## src/design/sfcrc_pkg.sv

```systemverilog
// Shared types, constants and the CRC byte update for the serial frame CRC-16 checker.
package sfcrc_pkg;

  localparam int unsigned CfgIdxW = 3;
  localparam int unsigned CfgDataW = 16;

  typedef enum logic [CfgIdxW-1:0] {
    CFG_CRC_POLY       = 3'd0,
    CFG_CRC_INIT       = 3'd1,
    CFG_HEADER_FIRST   = 3'd2,
    CFG_HEADER_SECOND  = 3'd3,
    CFG_CRC_BIG_ENDIAN = 3'd4
  } cfg_idx_e;

  typedef enum logic [1:0] {
    VERDICT_OK        = 2'd0,
    VERDICT_SHORT     = 2'd1,
    VERDICT_BAD_HDR   = 2'd2,
    VERDICT_BAD_CRC   = 2'd3
  } verdict_e;

  localparam logic [15:0] CrcPolyRst    = 16'h1021;
  localparam logic [15:0] CrcInitRst    = 16'hFFFF;
  localparam logic [7:0]  HeaderFirstRst  = 8'h77;
  localparam logic [7:0]  HeaderSecondRst = 8'hAB;

  typedef struct packed {
    logic [15:0] crc_poly;
    logic [15:0] crc_init;
    logic [7:0]  header_first;
    logic [7:0]  header_second;
    logic        crc_big_endian;
  } cfg_t;

  typedef struct packed {
    logic [7:0] data_byte;
    logic       chunk_end;
  } in_item_t;

  typedef struct packed {
    logic [1:0]  verdict;
    logic [15:0] computed_crc;
  } out_item_t;

  function automatic logic [15:0] crc_byte(logic [15:0] crc, logic [7:0] b,
                                           logic [15:0] poly);
    logic [15:0] c;
    c = crc ^ {b, 8'h00};
    for (int k = 0; k < 8; k++) begin
      if (c[15]) begin
        c = {c[14:0], 1'b0} ^ poly;
      end else begin
        c = {c[14:0], 1'b0};
      end
    end
    return c;
  endfunction

endpackage

```

## src/design/sfcrc_frame_check.sv

```systemverilog
// Input stage, frame tracking state, CRC update and verdict logic.
module sfcrc_frame_check #(
  parameter int unsigned FRAME_BYTES = 128
) (
  input  logic                  clk_i,
  input  logic                  rst_ni,
  input  sfcrc_pkg::cfg_t       cfg_i,
  input  logic                  load_i,
  input  sfcrc_pkg::in_item_t   in_data_i,
  input  logic                  advance_i,
  output logic                  stage_valid_o,
  output logic                  res_valid_o,
  output sfcrc_pkg::out_item_t  res_o
);
  import sfcrc_pkg::*;

  localparam int unsigned PosW = $clog2(FRAME_BYTES + 1);
  localparam logic [PosW-1:0] PosFull = PosW'(FRAME_BYTES);
  localparam logic [PosW-1:0] PosTail = PosW'(FRAME_BYTES - 2);
  localparam logic [PosW-1:0] PosOne  = PosW'(1);

  logic        stage_valid_q, stage_valid_d;
  in_item_t    stage_q;

  logic [PosW-1:0] pos_q, pos_d, pos_n;
  logic [15:0]     crc_q, crc_d, crc_n;
  logic            hdr_q, hdr_d, hdr_n;
  logic [15:0]     rx_q, rx_d, rx_n;
  logic [15:0]     crc_base, crc_upd, rx_cmp;
  logic [7:0]      b;

  assign b        = stage_q.data_byte;
  assign crc_base = (pos_q == '0) ? cfg_i.crc_init : crc_q;
  assign crc_upd  = crc_byte(crc_base, b, cfg_i.crc_poly);

  always_comb begin
    pos_n = pos_q;
    crc_n = crc_q;
    hdr_n = hdr_q;
    rx_n  = rx_q;
    if (pos_q < PosFull) begin
      if (pos_q == '0) begin
        hdr_n = (b == cfg_i.header_first);
        crc_n = crc_upd;
      end else if (pos_q < PosTail) begin
        if (pos_q == PosOne && b != cfg_i.header_second) begin
          hdr_n = 1'b0;
        end
        crc_n = crc_upd;
      end else begin
        rx_n = {rx_q[7:0], b};
      end
      pos_n = pos_q + PosOne;
    end
  end

  assign rx_cmp = cfg_i.crc_big_endian ? rx_n : {rx_n[7:0], rx_n[15:8]};

  always_comb begin
    res_o.computed_crc = crc_n;
    priority if (pos_n < PosFull) begin
      res_o.verdict      = VERDICT_SHORT;
      res_o.computed_crc = '0;
    end else if (!hdr_n) begin
      res_o.verdict = VERDICT_BAD_HDR;
    end else if (rx_cmp != crc_n) begin
      res_o.verdict = VERDICT_BAD_CRC;
    end else begin
      res_o.verdict = VERDICT_OK;
    end
  end

  always_comb begin
    pos_d = pos_q;
    crc_d = crc_q;
    hdr_d = hdr_q;
    rx_d  = rx_q;
    if (stage_valid_q && advance_i) begin
      if (stage_q.chunk_end) begin
        pos_d = '0;
        crc_d = cfg_i.crc_init;
        hdr_d = 1'b1;
        rx_d  = '0;
      end else begin
        pos_d = pos_n;
        crc_d = crc_n;
        hdr_d = hdr_n;
        rx_d  = rx_n;
      end
    end
  end

  always_comb begin
    stage_valid_d = stage_valid_q;
    if (load_i) begin
      stage_valid_d = 1'b1;
    end else if (advance_i) begin
      stage_valid_d = 1'b0;
    end
  end

  always_ff @(posedge clk_i or negedge rst_ni) begin
    if (!rst_ni) begin
      stage_valid_q <= 1'b0;
      pos_q         <= '0;
      crc_q         <= CrcInitRst;
      hdr_q         <= 1'b1;
      rx_q          <= '0;
    end else begin
      stage_valid_q <= stage_valid_d;
      pos_q         <= pos_d;
      crc_q         <= crc_d;
      hdr_q         <= hdr_d;
      rx_q          <= rx_d;
    end
  end

  always_ff @(posedge clk_i) begin
    if (load_i) begin
      stage_q <= in_data_i;
    end
  end

  assign stage_valid_o = stage_valid_q;
  assign res_valid_o   = stage_valid_q && stage_q.chunk_end;

endmodule
```

## config.mk

```make
export PLATFORM = sky130hd
export DESIGN_NAME = sfcrc_frame_check
export DESIGN_NICKNAME = d
export VERILOG_FILES = /design/src/design/sfcrc_pkg.sv /design/src/design/sfcrc_frame_check.sv
export SDC_FILE = /design/constraint.sdc
export NUM_CORES = 1
export LEC_CHECK = 0
export ABC_AREA = 1
export BUFFER_PORTS_ARGS = -buffer_cell sky130_fd_sc_hd__buf_2
export CAP_MARGIN = 20
export CELL_PAD_IN_SITES_DETAIL_PLACEMENT = 1
export CELL_PAD_IN_SITES_GLOBAL_PLACEMENT = 1
export CORE_ASPECT_RATIO = 1.4
export CORE_UTILIZATION = 45
export CTS_BUF_LIST = sky130_fd_sc_hd__clkbuf_8
export DETAILED_ROUTE_END_ITERATION = 8
export GPL_TIMING_DRIVEN = 0
export PLACE_DENSITY_LB_ADDON = 0.05
export REMOVE_ABC_BUFFERS = 1
export SYNTH_ARGS = -nofsm -noshare
export SYNTH_HDL_FRONTEND = slang
export SYNTH_SLANG_ARGS = --single-unit
export TNS_END_PERCENT = 5
```

## constraint.sdc

```tcl
create_clock -name clk_i -period 21 [get_ports clk_i]
set_clock_uncertainty 0.1 [all_clocks]
set_input_delay 6.3 -clock clk_i [delete_from_list [all_inputs] [get_ports clk_i]]
set_output_delay 6.3 -clock clk_i [all_outputs]
set_load 0.01 [all_outputs]
```

# After elaboration in Yosys (flattened, before gate mapping)
# Cells that the tools add are included.
# word_totals
regBits	51
inputBits	62
out_inout_bits	20
wordCells	60
# op_classes
add_sub_neg	1
order_cmp	3
eq_ne	4
muxes	31
n_bitwise	9
n_reduce_logical	5
# ops
cell	count
$mux 16	19
$xor 16x16->16	9
$lt 8x8->1 const B	2
$mux 8	2
$ne 16x16->1	1
$add 8x1->8 const B	1
$eq 8x1->1 const B	1
$eq 8x8->1	1
$logic_not 8->1	1
$lt 8x7->1 const B	1
$ne 8x8->1	1
$mux 1	7
$mux 2	3
$logic_and 1x1->1	3
$reduce_bool 2->1	1

# Depth between registers and ports, before layout
# Gate-level depths: netlist (run 1).
# logic_depth
ltp_word	26
mapped_depth	45
mapped_depth_nobuf	43

# Worst setup path after synthesis (run 1)
# No wires, ideal clock.
# synth_path
path_kind	input-to-output
start	input cfg_i[32] in the netlist's numbering
end	output res_o[17] in the netlist's numbering
t_arrival_ns	9.141
required_time_ns	14.600
slack_ns	5.459
path_stages	35
path_buffers	4
cell_sequence	nand3_1 > nand3_1 > nand2_1 > buf_6 > nand3_2 > nand2_4 > clkinv_2 > nand3_2 > nand2_4 > buf_4 > nand3_1 > nand2_1 > nand2_1 > inv_1 > nor2_1 > nand3_1 > buf_2 > nand3_2 > xor2_1 > nand2_1 > nand2_2 > buf_6 > nand2_1 > nand2_1 > nand2_1 > nand2_1 > nand2_1 > nand2_1 > nand2_1 > nor2_1 > nand2_1 > nor2_1 > nand3_1 > nand2_1 > inv_1
# synth_lines
element	line_no	text
start, declared	sfcrc_frame_check.sv:7	input sfcrc_pkg::cfg_t cfg_i,
end, declared	sfcrc_frame_check.sv:13	output sfcrc_pkg::out_item_t res_o

==> results of run 1 <==
## final cells by class
cell class	count	area share (%)
sequential	51	19.7
inverter	147	8.13
clock inverter	3	0.239
timing repair buffer	84	6.88
clock buffer	5	1.01
multi-input combinational	846	60.6
tap	185	3.40
## sequential cells by signal, summed over array words and instances (netlist names)
signal	cells
crc_q	16
rx_q	16
b	8
pos_q	8
hdr_q	1
stage_q	1
stage_valid_o	1
## metal layers
layer	track usage (%)	up-vias	part of all wire [%]
li1	-	3531	-
met1	33.6	3333	42
met2	57.2	111	52
met3	1.96	43	2.1
met4	13.5	0	4.0
met5	0	-	0
## worst max-delay path: cells and delay by family
kind	cells	cell delay [ns]
buffers and inverters	4	0.32
AND/OR/NAND/NOR	32	5.83
## Yosys cell counts, types with 2 or more instances
| library cell | number |
|---|---|
| xnor2_1 | 30 |
| inv_2 | 8 |
| nand3b_1 | 11 |
| ha_1 | 3 |
| nand3_2 | 7 |
| edfxtp_1 | 9 |
| buf_2 | 4 |
| clkbuf_4 | 2 |
| nor2_1 | 72 |
| a21oi_1 | 23 |
| buf_4 | 8 |
| o22ai_1 | 14 |
| nor2_4 | 2 |
| clkbuf_1 | 25 |
| nor2_2 | 4 |
| nand2_4 | 6 |
| dfrtp_1 | 25 |
| buf_1 | 2 |
| o21ai_0 | 97 |
| nand4_1 | 7 |
| nor3_1 | 4 |
| nand2_2 | 15 |
| o21ai_1 | 2 |
| or2_2 | 9 |
| buf_6 | 12 |
| xor2_1 | 26 |
| nand3_1 | 121 |
| inv_1 | 138 |
| nand2_1 | 381 |
| o211ai_1 | 3 |
| dfstp_2 | 17 |
## logic make-up after synthesis
family / Yosys count
compound gates: 146
buf+inv: 200
simple gates: 641
xor+xnor: 56
fa+ha+maj: 3
flops: 51
## path summary, 6_finish.rpt
path / endpoint / depth (start not counted) / start
worst min-delay path: rx_q[13] / 2 / rx_q[13]
max in group asynchronous: crc_q[15] / 2 / rst_ni
worst min register to register: rx_q[13] / 2 / rx_q[13]
min in group asynchronous: rx_q[1] / 1 / rst_ni
worst max register to register: crc_q[9] / 33 / pos_q[1]
worst max-delay path: res_o[17] / 36 / cfg_i[32]
## metrics by stage
step	area, um^2	hold slack (ns)	util (%)	std cells
final	6810	0.395	49.1	1321
after floorplan	6010	0.349	-	1044
after global placement	6650	0.366	48.0	1310
after detailed placement	6670	0.365	48.2	1311
after CTS	6760	0.393	48.8	1319
after global routing	6810	0.425	49.1	1321
==> results.txt, run 1 <==
* Antenna viol nets, final: 0
* Arrival time of the worst setup path: 12.53 ns
- After routing, the total negative slack on setup checks comes to 0 ns.
- Top cell type's share of synthesized area: 22.5%
* Overall global routing resource usage: 30.2%
- Initial DRT Pass Iterations: 4
* Drt wl/cell: 16.1 um
- In the synthesized netlist, mux cells make up 0% of the area.
- Latest clock arrival within the worst-skew pair: 0.32 ns
* Number of vias per cell after detailed routing: 5.31
- Of all flip-flops after synthesis, the portion carrying an async set or reset was 82.4%.
* Yosys synthesis warning count: 0
- Worst hold path type: register to register
- Clock tree from TritonCTS: yes
- After Yosys synthesis, full adders, half adders and majority gates account for 0.591% of the synthesized area.
* Area leader, netlist: nand2_1
* Vias in the first global route: 7,001
- Number of remaining DRC errors: 0
- In the final layout, the multi-input gates occupy 4130 um^2.
* Overall overflow remaining after global route: 0
- Input and output buffers added on the ports amount to 81.
* Largest cells by area after synthesis: nand2_1, dfrtp_1, nand3_1
- In this run the mean area of a mapped cell was 5.78 um^2.
* Crit Path Class: input port to primary output
- Entering global routing, the biggest net connects 43 pins.
* Horizontal die dimension: 102 um
- Fill cell instance count of the final layout: 2,062
- Simple-gate area share of the yosys netlist: 44.3%
- For this design, the sink count on the clock tree is 51.
* Die Footprint: 14,600 um^2
- Post-synthesis sequential element count: 51
- The clock period could shrink to 18.93 ns.
- The first global-routing pass estimated 34.1 mm of wire.
- Cell Area, Synth: 6350 um^2
- Unrepaired setup endpoints after global routing: no
- In this design, the critical path's most frequently occurring cell is nand2_1.
* Maximum count of clock buffers along a single path: 2
* Weighted congestion reported at the end of routability-driven placement: 0.836
* Synth Area in Compound Gates: 12.3%
- Share of cells above drive strength 1: 14.3%
* Sequential share of the synthesized area: 21.2%
- In this run the tightest slew margin relative to its limit is 34.9%.
- The largest single stage delay on the critical path is 0.57 ns.
* EDFF count, synth: 9
- I/O pin total: 82
* Starting utilization of the core area: 45.8%
- Clock slew seen by the registers of the worst setup and hold paths: 0.10 ns
- After the last flow step, the layout net total stands at 1,200.
* Main combinational cell family by area after synthesis: simple AND/OR/NAND/NOR gates
* Synth cell types: 41
- Period Utilization, post-route: 90.1%
* Growth of design area from synthesis to finish: 7.24%
- Reg2Reg Setup Slack: 13.73 ns
- After detailed routing, the total wire length is 21.2 mm.
- Timing would allow up to 0.0528 GHz.
- Setup fix buffers added after clock tree synthesis: 0
* Type of element capturing the critical path: primary output
- For the pin with the worst max-slew slack, the measured transition is 0.975 ns.
- Number of failing hold endpoints at the final stage: 0
- Max-cap violations: 0
* Number of setup violations in the final report: 0
- In the synthesized netlist the dominant register cell turns out to be dfrtp_1.
- Die height: 143 um
* Commonest cells after routing, fill and taps aside: nand2_1, inv_1, nand3_1, o21ai_0, buf_2
* Cell type of the slowest stage on the worst timing path: nand3_1
- Across all layers, the routed design uses 7,018 vias.
- Xor and xnor fraction of the mapped netlist area: 7.73%
- Standard-cell row count: 51
- Antenna violations before repair: 0
* Final number of max-transition violations: 0
- The worst setup path is launched from an input port.
* Pre-CTS worst setup slack: 1.98 ns
* Number of DRC violations after detailed-routing iteration 0: 234
* Largest fanout of any net on the critical path: 31
* Core Footprint: 13,800 um^2
* Sequential cell area: 1340 um^2
* Minimum setup slack in the final design: 2.07 ns
- CTS root buffer: clkbuf_8
- The flow ran to the end, and the final reports show no timing, DRC or antenna violations.
* Worst path required time: 14.60 ns
* Commonest non-fill, non-tap cell in the layout: nand2_1
- TritonCTS buffer count: 5
- CTS-repair resized insts: 0
- Once detailed placement completed, the half-perimeter wirelength came to 16.5 mm.
- The repair_antennas step left the layout with diodes totalling 0.
- Syn Inst Count: 1,097
- CTS built an H-tree with a depth of 2.
- Hold-fix buffer count after cts: 0
Power of run 1 is not shown: default switching activity piles up to over one toggle a cycle in this logic, so the estimate is an artifact.
==> run 2: changes to the inputs <==
Settings changed: ABC_AREA 1 to unset, CORE_MARGIN set to 2, CORE_UTILIZATION 45 to 48.
==> results.txt, run 2 <==
* Main combinational cell family by area after synthesis: compound AO/OA/AOI/OAI gates
* Commonest cells after routing, fill and taps aside: nand2_1, xnor2_1, buf_2, nor2_1, o21ai_0
- Post-Synthesis Mean Instance Area: 7.54 um^2 (+30%)
- The number of design rule violations left after detail routing was 0 (unchanged).
- Latest clock arrival within the worst-skew pair: 0.33 ns (about the same)
- Syn Inst Count: 874 (-20%)
- STA classifies the critical path startpoint as an input port.
* Horizontal die dimension: 103 um (+0.64%)
* Setup TNS: 0 ns (unchanged)
- The final setup slack of the worst path came to 1.56 ns (-0.508 ns).
* Largest registers in the final layout: crc_q (16), rx_q (16)
- The number of different library cells in the post-synthesis netlist is 82 (+100%).
- The utilization of the core after routing came to 53.5% (+4.4 points).
- The time the final worst path needs with I/O delays and setup came to 19.44 ns (+0.508 ns).
- The global-route usage over all layers came to 32.9% (+2.7 points).
- The share of the yosys chip area belonging to registers was 20.4% (-0.78 points).
- Crit Path Class: input port to primary output
* Share of cells above drive strength 1: 16.4% (+2.1 points)
* Number of failing hold endpoints at the final stage: 0 (unchanged)
* Core Footprint: 13,400 um^2 (-3.3%)
- The port buffer count is 81 (unchanged).
* Die Footprint: 14,700 um^2 (+0.72%)
- Xor and xnor fraction of the mapped netlist area: 19.5% (+12 points)
* Hold-fix buffer count after cts: 0 (unchanged)
* Antenna viol nets, final: 0 (unchanged)
- The count of instances resized after the clock tree is built was 0 (unchanged).
- Top cell type's share of synthesized area: 13.6% (-9.0 points)
- The worst hold path belongs to the class register to register.
- Max Fclk: 0.0515 GHz (-2.6%)
* Setup fix buffers added after clock tree synthesis: 0 (unchanged)
- The average via count per standard cell came to 6.29 (+18%).
- Maximum count of clock buffers along a single path: 2 (unchanged)
- CTS placed an instance of clkbuf_8 at the clock tree root.
- The flow ran to the end, and the final reports show no timing, DRC or antenna violations.
- STA classifies the critical path endpoint as a primary output.
- Number of setup violations in the final report: 0 (unchanged)
* Slew at the pin closest to its max-slew limit: 1.05 ns (+0.0786 ns)
- The H-tree level count was 2 (unchanged).
- The required time of the critical path was 14.60 ns (about the same).
* Clock Sinks: 51 (unchanged)
- The final estimated routing congestion in global placement came to 0.881 (+5.5%).
- The detailed-route wire length per cell is 22.1 um (+37%).
- The number of antenna violations at the first check in global routing is 0 (unchanged).
* Multiplexer share of the synthesized area: 6.04% (+6.0 points)
* Starting utilization of the core area: 49.2% (+3.4 points)
* Unrepaired setup endpoints after global routing: no
- The top-level I/O count was 82 (unchanged).
- Largest cells by area after synthesis: xnor2_1, dfrtp_1, nand2_1
- The number of buffers inserted during clock tree synthesis came to 5 (unchanged).
- The wire length of the first global-routing pass is 37.2 mm (+9.1%).
- The HPWL reported at the end of detailed placement was 18.4 mm (+12%).
- The synthesized cell area came to 6590 um^2 (+3.8%).
* Post-synthesis sequential element count: 51 (unchanged)
- Area leader, netlist: xnor2_1
- Yosys synthesis warning count: 0 (unchanged)
- Period Utilization, post-route: 92.6% (+2.4 points)
- Simple-gate area share of the yosys netlist: 23.8% (-21 points)
- Number of DRC violations after detailed-routing iteration 0: 286 (+22%)
- Relative to the synthesized area, the layout overhead comes to 8.77%.
- The maximum net fanout on the critical path is 45 (+45%).
- Flip-flop cell with the highest count after synthesis: dfrtp_1
* Overall overflow remaining after global route: 0 (unchanged)
* Max-Slew Margin vs Limit: 29.4% (-5.6 points)
- Share of synthesized registers carrying an async set or reset: 82.4% (unchanged)
* EDFF count, synth: 9 (unchanged)
- Clock tree from TritonCTS: yes
- Pre-CTS worst setup slack: 1.66 ns (-0.325 ns)
* Standard-cell row count: 50 (-2.0%)
* Top cell types by occurrence after synthesis: nand2_1, xnor2_1, nor2_1
- Hold Slack: 0.424 ns (+0.0285 ns)
* Count of antenna diodes in the layout: 0 (unchanged)
* Adder and majority cell fraction of the synthesized area: 0.570% (-0.022 points)
- Final nets: 966 (-20%)
- The area fraction in compound gates after synthesis came to 24.5% (+12 points).
* Final wirelength: 23.9 mm (+13%)
- The count of final max-slew check failures came to 0 (unchanged).
- Vias in the first global route: 6,947 (-0.77%)
* Max-cap violations: 0 (unchanged)
* Commonest non-fill, non-tap cell in the layout: nand2_1
- Most used standard cell by instance count after synthesis: nand2_1
* Pin count of the biggest net entering global routing: 46 (+7.0%)
- Initial DRT Pass Iterations: 5 (+1)
- The die extent in y came to 143 um (about the same).
- Number of vias after detailed routing: 6,822 (-2.8%)
- The worst path arrival time is 13.04 ns (+0.51 ns).
- The clock edge transition at the registers on the reported setup and hold paths was 0.11 ns (about the same).
run 2: changes by cell type in the layout (fill, tap and decap cells not counted), sizes merged, moves of 12 or more:
cell / change
a31oi: +12
xnor2: +72
nor2: -15
mux2i: +36
o21ai: -39
nor3: +17
inv: -133
nand3: -101
nor2b: +23
nand2: -252
a22o: +24
a211oi: +14
run 2: worst paths after layout:
kind                                start   endpoint  slack, ns  depth (start not counted)
worst max-delay path            cfg_i[48]  res_o[17]       1.56                         17
worst min-delay path             crc_q[9]   crc_q[9]       0.42                          2
worst max register to register   pos_q[0]   crc_q[9]      13.88                         18
worst min register to register   crc_q[9]   crc_q[9]       0.42                          2
max in group asynchronous          rst_ni    rx_q[1]      14.14                          1
min in group asynchronous          rst_ni   rx_q[12]       6.02                          1
run 2: metrics by stage:
| step | std cells | instance area [um^2] |
|---|---|---|
| floorplan | 803 | 6290 |
| finish | 1084 | 7170 |
| detailed placement | 1074 | 7040 |
| CTS | 1082 | 7150 |
| global placement | 1066 | 6930 |
| global route | 1084 | 7170 |
run 2: final cells by class:
type                       count  area, um^2
fill                        1768        6220
clock buffer                   5        68.8
sequential                    51        1340
inverter                      14        52.6
multi-input combinational    738        4920
clock inverter                 3        47.5
timing repair buffer          91         510
tap                          182         228
run 2: cells by family (layout without fill, tap and decap cells):
| family | count (synthesis) | in the layout |
|---|---|---|
| compound gates | 223 | 223 |
| xor+xnor | 141 | 141 |
| fa+ha+maj | 3 | 3 |
| buf+inv | 85 | 113 |
| flops | 51 | 51 |
| mux | 39 | 39 |
| simple gates | 332 | 332 |
run 2: layer usage:
layer / global-route usage (%) / up-vias / part of all wire, %
met5: 0 / - / 0
met4: 15.9 / 0 / 5.2
met3: 2.40 / 65 / 3.8
met2: 60.2 / 199 / 53
met1: 37.8 / 3395 / 39
li1: - / 3163 / -
run 2: critical path: stages:
cell	delay, ns
buf_2	0.65
inv_1	0.63
nand3_1	0.38
a211oi_1	0.17
or3_1	0.48
a211oi_4	0.47
a22oi_2	0.16
a211oi_2	0.60
nand2_1	0.41
o2111ai_1	0.39
a32oi_4	0.23
xnor2_1	0.88
nand2_1	0.21
a32o_1	0.32
a211oi_2	0.34
a41oi_1	0.16
buf_2	0.21
Power of run 2 is left out for the same reason.
==> run 3: changes to the inputs <==
Settings changed: ABC_CLOCK_PERIOD_IN_PS set to 21000, CELL_PAD_IN_SITES_DETAIL_PLACEMENT 1 to unset, CELL_PAD_IN_SITES_GLOBAL_PLACEMENT 1 to unset, CORE_UTILIZATION 48 to 65, CTS_BUF_LIST sky130_fd_sc_hd__clkbuf_8 to sky130_fd_sc_hd__clkbuf_4 sky130_fd_sc_hd__clkbuf_8.
==> results.txt, run 3 (synthesis gave the netlist of run 2 again) <==
- The highest clock frequency the design can meet is 0.0533 GHz (+3.5%).
* Overall overflow remaining after global route: 0 (unchanged)
- Count of antenna diodes in the layout: 0 (unchanged)
* Worst path required time: 14.60 ns (about the same)
* Commonest non-fill, non-tap cell in the layout: nand2_1
* Initial DRT Pass Iterations: 5 (unchanged)
- Starting utilization of the core area: 66.6% (+17 points)
- Met1 usage in global routing: 43.7% (+5.9 points)
- The ratio of cells with drive above 1 in the final layout came to 16.1% (-0.30 points).
- The longest individual stage delay on the worst path was 0.82 ns (-0.06 ns).
* Worst-case reg-to-reg path depth: 19 (+1)
- Max-Slew Margin vs Limit: 31.7% (+2.3 points)
* Clock slew seen by the registers of the worst setup and hold paths: 0.09 ns (-0.02 ns)
- Result of the run: finished, final reports clean
* Util after Layout: 71.3% (+18 points)
- The floorplan die area is 11,000 um^2 (-25%).
* Critical hold path startpoint: crc_q[0]
- Number of vias per cell after detailed routing: 6.56 (+4.2%)
- Number of DRC violations after detailed-routing iteration 0: 545 (+91%)
* Vias in the first global route: 6,391 (-8.0%)
- CTS root buffer: clkbuf_8
- The worst setup path is launched from an input port.
- The met3 track demand over resource in global routing is 4.34% (+1.9 points).
* Arrival time of the worst setup path: 12.37 ns (-0.67 ns)
- The number of antenna violations at the first check in global routing came to 0 (unchanged).
- Routing usage on met2: 64.3% (+4.0 points)
* Period Utilization, post-route: 89.4% (-3.1 points)
* Weighted congestion reported at the end of routability-driven placement: 0.969 (+9.9%)
- R2R Path Start: pos_q[0]
- The internal reg-to-reg setup slack came to 14.85 ns (+0.97 ns).
- Slew at the pin closest to its max-slew limit: 1.02 ns (-0.0333 ns)
- Cell type of the slowest stage on the worst timing path: a31oi_2
- The remaining number of nets flagged by the antenna check after routing is 0 (unchanged).
- The H-tree level count was 2 (unchanged).
- CTS-repair resized insts: 0 (unchanged)
- Largest registers in the final layout: crc_q (16), rx_q (16)
- The area of the placeable core is 9900 um^2 (-26%).
- Worst hold path type: register to register
* Cell family contributing the most delay on the critical path: compound AO/OA/AOI/OAI gates
- Hold-critical path endpoint: crc_q[0]
- Hold path depth: 2 (unchanged)
- The maximum net fanout on the critical path came to 45 (unchanged).
* Latest clock arrival within the worst-skew pair: 0.31 ns (-0.02 ns)
* Clock Sinks: 51 (unchanged)
- Standard-cell row count: 43 (-14%)
* Hold-fix buffer count after cts: 0 (unchanged)
* I/O pin total: 82 (unchanged)
* First-pass GRT wire length: 31.8 mm (-15%)
* Overall global routing resource usage: 36.7% (+3.8 points)
- Period minus WS final: 18.77 ns (-0.661 ns)
- The number of maximum-capacitance constraint violations was 0 (unchanged).
* Highest-utilization routing layer at the global route stage: met2
* Setup TNS: 0 ns (unchanged)
- The maximum count of clock buffers along a single path came to 2 (unchanged).
- Horizontal die dimension: 89.1 um (-14%)
- Post-detail-place hpwl: 14.9 mm (-19%)
- The area growth from synthesis to layout is 7.14%.
* Number of vias after detailed routing: 6,789 (-0.48%)
- The worst setup path is captured at a primary output.
- The port buffer count is 81 (unchanged).
- The number of endpoints with negative hold slack in the final report came to 0 (unchanged).
* Pin count of the biggest net entering global routing: 46 (unchanged)
- The number of design rule violations left after detail routing came to 0 (unchanged).
- Die height: 123 um (-14%)
- The worst setup path is of the input port to primary output kind.
- The total detailed-routing wirelength came to 20.0 mm (-17%).
- Final number of max-transition violations: 0 (unchanged)
- Number of setup violations in the final report: 0 (unchanged)
- TritonCTS built the clock tree.
- The number of buffers inserted during clock tree synthesis is 5 (unchanged).
* CP Buf/Inv Count: 5 (+2)
- Critical-path cell list: buf_2 > inv_1 > nor2_1 > and3_1 > nor4_4 > nor2_1 > buf_4 > a31oi_1 > a31oi_2 > o21ai_1 > o211a_2 > a32oi_4 > xnor2_1 > buf_4 > nand2_1 > a32o_1 > a211oi_2 > a41oi_1 > buf_2
* Setup fix buffers added after clock tree synthesis: 0 (unchanged)
- Unrepaired setup endpoints after global routing: no
- Drt wl/cell: 19.3 um (-13%)
- Capture point of the worst reg-to-reg path: crc_q[9]
- Commonest cells after routing, fill and taps aside: nand2_1, xnor2_1, buf_2, nor2_1, o21ai_0
- The final net count is 964 (-0.21%).
-- run 3: cell types whose count changed in the layout (fill, tap and decap cells not counted), sizes merged --
cell,change
buf,-2
clkinv,+1
inv,-1
-- run 3: stage by stage --
step	hold WS, ns	instance area (um^2)	instances	setup WS [ns]
5_1_grt	0.440	7060	1035	1.91
3_3_place_gp	0.387	6870	1019	0.765
6_report	0.417	7060	1035	2.23
3_5_place_dp	0.395	6920	1023	1.33
2_1_floorplan	0.372	6290	803	3.23
4_1_cts	0.415	7030	1031	1.31
-- run 3: cell type report --
class	instances	area [um^2]
Timing Repair Buffer	89	470
Tap cell	135	169
Inverter	14	52.6
Sequential cell	51	1340
Fill cell	853	2840
Clock buffer	5	68.8
Clock inverter	3	38.8
Multi-Input combinational cell	738	4920
-- run 3: worst register-to-register path: cells and delay by family (launching register included) --
kind | cells | cell delay (ns)
multiplexers | 1 | 0.53
adder cells (fa/ha/maj) | 1 | 0.16
XOR/XNOR | 3 | 0.77
AND/OR/NAND/NOR | 6 | 2.02
AO/OA/AOI/OAI | 6 | 1.73
buffers and inverters | 2 | 0.33
flip-flops | 1 | 0.44
-- run 3: worst max-delay path by stage --
stage / from / end / slack [ns] / depth (start not counted)
after detailed placement: cfg_i[48] / res_o[17] / 1.33 / 17
after global routing: cfg_i[48] / res_o[17] / 1.91 / 19
final: cfg_i[48] / res_o[17] / 2.23 / 19
after CTS: cfg_i[48] / res_o[17] / 1.31 / 17
after global placement: cfg_i[48] / res_o[17] / 0.76 / 17
after floorplan: cfg_i[32] / res_o[17] / 3.23 / 16
-- run 3: metal layers --
layer	vias up	routed length (um)	part of all wire, %
met2	362	10100	51
met3	70	1450	7.3
met5	-	0	0
met1	3190	7500	38
li1	3167	-	-
met4	0	926	4.6
Power of run 3 is left out for the same reason.
